`config.mk`:
```
export PLATFORM = sky130hd
export DESIGN_NAME = bbwb_ctrl
export DESIGN_NICKNAME = d
export VERILOG_FILES = /design/src/sv/bbwb_pkg.sv /design/src/sv/bbwb_ctrl.sv
export VERILOG_INCLUDE_DIRS = /design/src /design/src/sv
export SDC_FILE = /design/constraint.sdc
export NUM_CORES = 1
export LEC_CHECK = 0
export ABC_CLOCK_PERIOD_IN_PS = 6100
export BUFFER_PORTS_ARGS = -buffer_cell sky130_fd_sc_hd__buf_2
export CAP_MARGIN = 25
export CELL_PAD_IN_SITES_DETAIL_PLACEMENT = 0
export CELL_PAD_IN_SITES_GLOBAL_PLACEMENT = 1
export CORE_UTILIZATION = 45
export CTS_CLUSTER_DIAMETER = 150
export DETAILED_ROUTE_END_ITERATION = 7
export PLACE_DENSITY = 0.87
export SLEW_MARGIN = 20
export SYNTH_ARGS = -nofsm -noshare
export SYNTH_HDL_FRONTEND = slang
export SYNTH_SLANG_ARGS = --single-unit
```
`constraint.sdc`:
```
create_clock -name clk_i -period 6.1 [get_ports clk_i]
set_clock_uncertainty 0.2 [all_clocks]
set_input_delay 0.305 -clock clk_i [delete_from_list [all_inputs] [get_ports clk_i]]
set_output_delay 0.305 -clock clk_i [all_outputs]
set_load 0.01 [all_outputs]
```
`src/sv/assert_macros.svh`:
```
// ----------------------------------------------------------------------------
// Assertion macros
// Concurrent assertion wrappers shared by the binning/white-balance RTL.
// ----------------------------------------------------------------------------
`ifndef ASSERT_MACROS_SVH
`define ASSERT_MACROS_SVH
`ifndef SYNTHESIS
`define BBWB_ASSERT(lbl, clk, rstn, prop, msg) \
  lbl: assert property (@(posedge clk) disable iff (!rstn) (prop)) else $error(msg);
`define BBWB_NEVER(lbl, clk, rstn, cond, msg) \
  `BBWB_ASSERT(lbl, clk, rstn, !(cond), msg)
`else
`define BBWB_ASSERT(lbl, clk, rstn, prop, msg)
`define BBWB_NEVER(lbl, clk, rstn, cond, msg)
`endif
`endif

```
`src/sv/bbwb_pkg.sv`:
```
// ----------------------------------------------------------------------------
// bbwb_pkg
// Shared widths, register codes, reset values and controller/datapath types.
// ----------------------------------------------------------------------------
`default_nettype none

package bbwb_pkg;

  localparam int PIX_W      = 8;
  localparam int LW_W       = 12;
  localparam int BR_W       = 10;
  localparam int CFG_IDX_W  = 2;
  localparam int CFG_DATA_W = 12;

  localparam int DEF_MAX_WIDTH = 2048;

  localparam logic [LW_W-1:0] LW_RESET = 12'd1296;
  localparam logic [BR_W-1:0] BR_RESET = 10'd256;

  localparam logic [3:0] WB_RED_GAIN  = 4'd13;
  localparam logic [3:0] WB_BLUE_GAIN = 4'd10;
  localparam logic [PIX_W-1:0] SAT_MAX = 8'd255;

  localparam logic [CFG_IDX_W-1:0] CFG_LINE_WIDTH = 2'd0;
  localparam logic [CFG_IDX_W-1:0] CFG_BRIGHTNESS = 2'd1;

  typedef enum logic {
    ROW_EVEN,
    ROW_ODD
  } row_e;

  typedef struct packed {
    logic we_lo;
    logic we_hi;
    logic rd_en;
    logic hold_blue;
    logic issue;
    logic row_last;
    logic frame_start;
  } cmd_t;

  typedef struct packed {
    logic s1_free;
  } stat_t;

endpackage

`default_nettype wire

```
`src/sv/bbwb_ctrl.sv`:
```
// ----------------------------------------------------------------------------
// bbwb_ctrl
// Row state machine and column counter; issues store and output commands.
// ----------------------------------------------------------------------------
`default_nettype none
`include "assert_macros.svh"

module bbwb_ctrl #(
  parameter  int MAX_WIDTH = bbwb_pkg::DEF_MAX_WIDTH,
  localparam int CW        = $clog2(MAX_WIDTH),
  localparam int AW        = $clog2(MAX_WIDTH / 2)
) (
  input  logic                      clk_i,
  input  logic                      rst_ni,
  input  logic                      in_valid_i,
  input  logic                      in_sof_i,
  output logic                      in_ready_o,
  input  logic [bbwb_pkg::LW_W-1:0] line_width_i,
  input  bbwb_pkg::stat_t           stat_i,
  output bbwb_pkg::cmd_t            cmd_o,
  output logic [AW-1:0]             addr_o
);

  localparam int EW = (CW + 1 > bbwb_pkg::LW_W) ? CW + 1 : bbwb_pkg::LW_W;

  bbwb_pkg::row_e row_q, row_d, row_eff;
  logic [CW-1:0]  col_q, col_d, col_eff;
  logic           fp_q, fp_d, fp_eff;

  logic           accept;
  logic [EW-1:0]  lw_ext;
  logic [EW-1:0]  wid_clamp;
  logic [CW:0]    wid;
  logic [CW:0]    col_inc;
  logic [CW-1:0]  pairs;
  logic [CW-1:0]  pair;
  logic           in_range;
  logic           wrap;
  logic           last_pair;

  assign in_ready_o = stat_i.s1_free;
  assign accept     = in_valid_i & in_ready_o;

  assign row_eff = in_sof_i ? bbwb_pkg::ROW_EVEN : row_q;
  assign col_eff = in_sof_i ? '0 : col_q;
  assign fp_eff  = in_sof_i | fp_q;

  always_comb begin
    lw_ext    = EW'(line_width_i);
    wid_clamp = lw_ext;
    if (lw_ext > EW'(MAX_WIDTH)) begin
      wid_clamp = EW'(MAX_WIDTH);
    end
    if (wid_clamp < EW'(2)) begin
      wid_clamp = EW'(2);
    end
    wid = wid_clamp[CW:0];
  end

  assign col_inc   = {1'b0, col_eff} + (CW + 1)'(1);
  assign wrap      = col_inc >= wid;
  assign pairs     = wid[CW:1];
  assign pair      = {1'b0, col_eff[CW-1:1]};
  assign in_range  = {1'b0, col_eff} < {wid[CW:1], 1'b0};
  assign last_pair = pair == (pairs - CW'(1));
  assign addr_o    = col_eff[AW:1];

  // next state
  always_comb begin
    row_d = row_q;
    if (accept && wrap) begin
      unique case (row_eff)
        bbwb_pkg::ROW_EVEN: row_d = bbwb_pkg::ROW_ODD;
        bbwb_pkg::ROW_ODD:  row_d = bbwb_pkg::ROW_EVEN;
        default:            row_d = bbwb_pkg::ROW_EVEN;
      endcase
    end else if (accept) begin
      row_d = row_eff;
    end
  end

  // outputs
  always_comb begin
    cmd_o = '0;
    if (accept && in_range) begin
      unique case (row_eff)
        bbwb_pkg::ROW_EVEN: begin
          cmd_o.we_lo = ~col_eff[0];
          cmd_o.we_hi = col_eff[0];
        end
        bbwb_pkg::ROW_ODD: begin
          cmd_o.rd_en       = ~col_eff[0];
          cmd_o.hold_blue   = ~col_eff[0];
          cmd_o.issue       = col_eff[0];
          cmd_o.row_last    = col_eff[0] & last_pair;
          cmd_o.frame_start = col_eff[0] & fp_eff;
        end
        default: cmd_o = '0;
      endcase
    end
  end

  always_comb begin
    col_d = col_q;
    fp_d  = fp_q;
    if (accept) begin
      col_d = wrap ? '0 : col_inc[CW-1:0];
      fp_d  = cmd_o.issue ? 1'b0 : fp_eff;
    end
  end

  always_ff @(posedge clk_i or negedge rst_ni) begin
    if (!rst_ni) begin
      row_q <= bbwb_pkg::ROW_EVEN;
      col_q <= '0;
      fp_q  <= 1'b1;
    end else begin
      row_q <= row_d;
      col_q <= col_d;
      fp_q  <= fp_d;
    end
  end

  `BBWB_ASSERT(a_issue_clears_first, clk_i, rst_ni, cmd_o.issue |=> !fp_q, "first flag kept after output")
  `BBWB_ASSERT(a_sof_restarts_row, clk_i, rst_ni, (accept && in_sof_i) |=> (col_q == CW'(1) && row_q == bbwb_pkg::ROW_EVEN), "start of frame did not restart row")
  `BBWB_ASSERT(a_col_bounded, clk_i, rst_ni, {1'b0, col_q} < (CW + 1)'(MAX_WIDTH), "column count beyond maximum width")

endmodule

`default_nettype wire

```
==> run metrics, run 1 <==
mapped cell area 1900 µm²; Initial DRT Pass Iterations 5; pwr dens between 100 and 150 nW/µm²; Post-synth EDFFs 0; Worst-Skew Late Latency 250 ps; DIE WIDTH about 67 µm; Max-cap violations 0; DR vias 1802; vias per cell 5.72; hold_buf cts 1; Area Growth Syn to Fin 11.7%; Core ar. 4030 µm²; hpwl dp 3810 µm; crit-path max cell delay 510 ps; RD Place Congestion between 0.7 and 0.8; commonest non-fill, non-tap cell in the layout buf_2; asr flop ratio synth 100%; first-pass GRT wire length between 8000 and 9000 µm; Worst Path Buf+Inv 3; CTS Buffer Depth 2; CTS tree yes; fmax around 280 MHz; DP Worst Slack 2540 ps; Worst slew margin roughly 60%; VDD IR max 0.120 mV; Top delay family on crit path simple AND/OR/NAND/NOR gates; Post-CTS Resized 0; max-slew violation count 0; drt total wl around 4800 µm; Critical Path AT 3060 ps; Setup crit start kind primary input; synth warn 0; Sink Count 13; Nets 307; TNS Setup 0 ps; num rows 23; DIE AREA 4490 µm²; initial core utilization 47.2%; CP Capture Type primary output; total gr overflow 0; Top FF cell, synth dfrtp_1; # DRC 0; share of layout cells above drive strength 1 18.5%; post-route ant nets 0; sequential area share after synthesis 17.2%; Cell Chain, Critical Path buf_2 > nor4_2 > nand2_1 > nor2_1 > o21ai_0 > inv_1 > ha_1 > nand3b_1 > a21oi_1 > o31a_1 > nor2b_1 > nand2_1 > a2111oi_4 > buf_2; Critical Path RT ~5600 ps; final core occ 52.7%; Wirelength per Cell between 15 and 20 µm; worst hold path class primary input to register; endpoints failing setup 0; final worst-path cycle share 58.4%; Post-Syn Instances roughly 240; Synth top area share 15.8%; IO Pins 35; antenna violations before repair 0; slowest cell on the critical path nor4_2; critical path class primary input to primary output; RSZ-0062 raised after global routing false; hold slack final 201 ps; vias in the first global route 1641; post-synthesis cell type count 57; port buffer count 34; Die Y about 67 µm; Area contributors post-synth dfrtp_1, ha_1, xnor2_1; CP max FO 7; Final Hold Vio Count 0; min Tclk post-route around 3600 ps; H-tree levels 1; worst-margin pin slew 603 ps; CTS Buf Count 3; gr usage total a little under a quarter; status finished, final reports clean; synthesized flop and latch total 13; most frequent cells in the layout buf_2, nand2_1, ha_1; largest net degree at the start of global routing 22; Setup WS post-layout 2540 ps; Worst-path clk slew 60 ps; Avg Cell Area, Syn 7.99 µm²; Pleak 0.985 nW; # diodes 0; Synth area leader dfrtp_1; Post-CTS Setup Bufs 0; initial DRC count 117; synthesized net count 279; clock tree root buffer cell clkbuf_8
## flip-flops by register name (all words and copies together), names as in the netlist
signal / flops
fp_q: 1
row_q: 1
col_q: 11
## final cells by class
| type | count | area [µm²] |
|---|---|---|
| fill | 435 | 1910 |
| multi-input combinational | 207 | 1490 |
| sequential | 13 | 327 |
| timing repair buffer | 35 | 180 |
| tap | 50 | 62.6 |
| clock buffer | 4 | 45.0 |
| inverter | 6 | 22.5 |
## worst min-delay path, cell delays in order
cell     delay (ps)
buf_2           130
nand4_1          90
nand3_1          70
## cells by family after synthesis
| kind of cell | after synthesis | synth area share [%] |
|---|---|---|
| buf+inv | 18 | 4.61 |
| xor+xnor | 21 | 9.68 |
| mux | 1 | 0.527 |
| flops | 13 | 17.2 |
| simple gates | 104 | 29.6 |
| compound gates | 57 | 22.6 |
| fa+ha+maj | 24 | 15.8 |
## power by group
part	internal [mW]	switching, mW
Combinational	0.0399	0.0568
Clock	0.0463	0.0338
Sequential	0.0953	0.00702
Total	0.182	0.0976
## cell usage after synthesis, types with 2 or more instances
cell / number
nand2b_1: 6
o31a_1: 2
a31oi_1: 5
nand4_1: 4
nor4bb_1: 2
nor3b_1: 3
nand3_1: 8
a21o_1: 2
buf_2: 4
a211oi_1: 4
a22o_1: 9
nor3_1: 8
inv_1: 6
nor2_1: 23
buf_4: 2
nand2_1: 24
o21ai_1: 2
o21ai_0: 8
xor2_1: 10
nor2b_1: 12
dfrtp_1: 12
o32ai_1: 2
xnor2_1: 11
a21oi_1: 10
clkbuf_1: 4
ha_1: 24
## path summary, 6_finish.rpt
kind | start | end | slack (ps) | depth (start not counted)
min | stat_i | row_q | 200 | 3
max in group asynchronous | rst_ni | fp_q | 5140 | 2
min in group asynchronous | rst_ni | col_q[3] | 270 | 2
max | line_width_i[4] | cmd_o[1] | 2540 | 14
max reg2reg | col_q[2] | col_q[2] | 2650 | 11
min reg2reg | row_q | fp_q | 320 | 1
## per-stage QoR
stage          power [mW]  area (µm²)  instances
4_1_cts             0.279        2120        315
3_3_place_gp        0.199        2070        310
5_1_grt             0.297        2120        315
6_report            0.279        2120        315
3_5_place_dp        0.200        2070        310
2_1_floorplan       0.171        1900        238
## metal layers
layer  vias up  share of wire [%]  global-route usage (%)
met1       840                 47                    32.3
met5         -                  0                       0
met3         5                3.9                    3.60
li1        921                  -                       -
met2        36                 48                    39.5
met4         0               0.57                    3.19
Power figures use the tool's default switching activity.
==> run 2, diff against run 1 <==
Settings changed: ABC_AREA set to 1, ABC_CLOCK_PERIOD_IN_PS 6100 to 3300, CORE_UTILIZATION 45 to 40, PLACE_DENSITY 0.87 to 0.82.
Clock period 6.1 ns to 3.3 ns, I/O delays scaled along.
==> run metrics, run 2 <==
most frequent cells in the layout nand2_1, inv_1, buf_2; CP max FO 16 (+9); synth warn 0 (unchanged); Worst Path Buf+Inv 3 (unchanged); worst hold path class primary input to register; worst-margin pin slew 592 ps (-10.2 ps); asr flop ratio synth 100% (unchanged); min Tclk post-route 2970 ps; Top Registers col_q (11), fp_q (1), row_q (1); VDD IR max 0.246 mV (+110%); first-pass GRT wire length 8270 µm (+3.1%); Post-Syn Instances 311 (+31%); Cell Chain, Critical Path buf_2 > nor2_1 > inv_1 > nor2_2 > nand2_2 > nand2_8 > nand2_1 > ha_1 > a21oi_1 > o21ai_0 > nand2_1 > o2111ai_1 > nor2_1 > nand2_1 > nor2_2 > nand3_1 > nor2_1 > buf_2; synthesized flop and latch total 13 (unchanged); Compound-Gate Fraction of Synth Area 12.8% (-9.9 points); initial core utilization 41.8% (-5.3 points); Synth Area in Simple Gates 38.1% (+8.6 points); DIE AREA 5220 µm² (+16%); CTS Buffer Depth 2 (unchanged); H-tree levels 1 (unchanged); critical path class primary input to primary output; Worst-Skew Late Latency 230 ps (-20 ps); Wirelength per Cell 12.1 µm (-20%); share of layout cells above drive strength 1 20.8% (+2.3 points); Finished Layout Cells 413 (+31%); Critical Path AT 2610 ps (-450 ps); post-synthesis cell type count 37 (-35%); pwr dens 234 nW/µm² (+78%); clock tree root buffer cell clkbuf_8; port buffer count 34 (unchanged); Setup crit start kind primary input; largest net degree at the start of global routing 23 (+4.5%); largest family of logic cells by synthesized area simple AND/OR/NAND/NOR gates; IO Pins 35 (unchanged); Final Hold Vio Count 0 (unchanged); Avg Cell Area, Syn 6.35 µm² (-20%); Area contributors post-synth nand2_1, dfrtp_1, ha_1; commonest non-fill, non-tap cell in the layout nand2_1; count leader, synth nand2_1; vias per cell 4.84 (-15%); Area Growth Syn to Fin 14.4%; CTS tree yes; Initial DRT Pass Iterations 4 (-1); Die Y 72.3 µm (+7.9%); Critical Path RT 2930 ps (-2660 ps); Core ar. 4720 µm² (+17%); crit-path max cell delay 320 ps (-190 ps); Nets 388 (+26%); Top FF cell, synth dfrtp_1; Synth area leader nand2_1; hpwl dp 4260 µm (+12%); Worst slew margin 60.5% (+0.72 points); DR vias 2000 (+11%); # DRC 0 (unchanged); sequential area share after synthesis 16.5% (-0.65 points); # diodes 0 (unchanged); Reg with most FFs col_q; antenna violations before repair 0 (unchanged); RSZ-0062 raised after global routing false; vias in the first global route 1829 (+11%); CP Capture Type primary output; Synth top area share 15.4% (-0.41 points); Synth top cells by count nand2_1, inv_1, nor2_1, ha_1, nand3_1; Worst-path clk slew 50 ps (about the same); max-slew violation count 0 (unchanged); post-synthesis mux area share 0% (-0.53 points); Placed Cells 408 (+32%); status finished, final reports clean; num rows 25 (+8.7%); Sink Count 13 (unchanged); Pleak 1.23 nW (+25%); slowest cell on the critical path ha_1; RD Place Congestion 0.789 (-1.3%); number of flip-flops in the largest register 11 (unchanged); synthesized net count 352 (+26%); mapped cell area 1980 µm² (+3.9%); fmax 337 MHz; Post-synth EDFFs 0 (unchanged); DIE WIDTH 72.3 µm (+7.9%); Top delay family on crit path simple AND/OR/NAND/NOR gates; post-route ant nets 0 (unchanged); post-synthesis adder-cell area fraction 15.2% (-0.60 points); initial DRC count 115 (-1.7%); total gr overflow 0 (unchanged); CTS Buf Count 3 (unchanged); Max-cap violations 0 (unchanged); final worst-path cycle share about nine tenths; drt total wl 4980 µm (+4.4%); gr usage total 20.1% (-3.5 points); TNS Setup 0 ps (unchanged); endpoints failing setup 0 (unchanged); XOR/XNOR Fraction of Synth Area 4.43% (-5.2 points)
[run 2: cell types whose count changed after synthesis, sizes merged, moves of 6 or more]
| cell | previous run | this run |
|---|---|---|
| a22o | 9 | 0 |
| inv | 6 | 52 |
| nand2 | 25 | 91 |
| nand2b | 6 | 0 |
| nand3 | 8 | 18 |
| nor2 | 24 | 39 |
| nor2b | 12 | 0 |
| o22ai | 0 | 9 |
| xnor2 | 11 | 2 |
[run 2: power breakdown]
part | switching, mW | internal, mW | leakage (nW)
sequential | 0.00693 | 0.175 | 0.174
clock | 0.0498 | 0.0848 | 0.0228
combinational | 0.136 | 0.0767 | 1.04
[run 2: layout make-up]
type                            count  area [µm²]
Sequential cell                    13         327
Clock buffer                        4        45.0
Inverter                           52         195
Tap cell                           67        83.8
Fill cell                         508        2460
Multi-Input combinational cell    239        1410
Timing Repair Buffer               38         203
[run 2: routing by layer]
layer | vias up | routed length (µm) | global-route usage [%] | part of all wire (%)
li1 | 1072 | - | - | -
met1 | 889 | 2500 | 27.2 | 50
met2 | 35 | 2310 | 35.6 | 46
met3 | 4 | 131 | 0.833 | 2.6
met4 | 0 | 38 | 4.14 | 0.76
met5 | - | 0 | 0 | 0
[run 2: final timing paths]
path | end | slack, ps | from | cells after the start
worst min register to register | fp_q | 260 | fp_q | 2
max in group asynchronous | fp_q | 2460 | rst_ni | 2
worst min-delay path | col_q[3] | 120 | in_valid_i | 4
min in group asynchronous | col_q[1] | 150 | rst_ni | 2
worst max register to register | col_q[10] | 370 | col_q[2] | 14
worst max-delay path | cmd_o[1] | 330 | line_width_i[4] | 18
[run 2: timing repair]
| action | 4_1_cts | 5_1_grt |
|---|---|---|
| hold endpoints to repair | 13 | 0 |
| hold buffers | 1 | 0 |
| gates resized for setup | 0 | 3 |
| endpoints found under the setup margin | 0 | 10 |
| setup buffers | 0 | 0 |
[run 2: worst reg2reg max path: stages (launching register included)]
cell and delay (ps):
dfrtp_1 310, inv_1 70, nor2_4 190, inv_2 50
nor3_2 140, nand4_1 170, or2_1 270, xor2_1 210
ha_1 290, a21oi_1 150, o21ai_0 90, a21oi_1 120
nand3_1 200, buf_4 230, o22ai_1 140
[run 2: kinds of logic after synthesis]
family,Yosys count
AO/OA/AOI/OAI,42
XOR/XNOR,10
adder cells (fa/ha/maj),24
buffers and inverters,59
flip-flops,13
AND/OR/NAND/NOR,163
[run 2: per-stage QoR]
stage	hold slack [ps]	utilization, %	setup WS [ps]	power, mW	area (µm²)
2_1_floorplan	-331	-	452	0.336	1980
3_3_place_gp	-128	46.4	150	0.394	2190
3_5_place_dp	-129	46.4	124	0.395	2190
4_1_cts	113	47.6	111	0.535	2250
5_1_grt	164	47.9	24.6	0.574	2260
6_report	118	47.9	330	0.529	2260
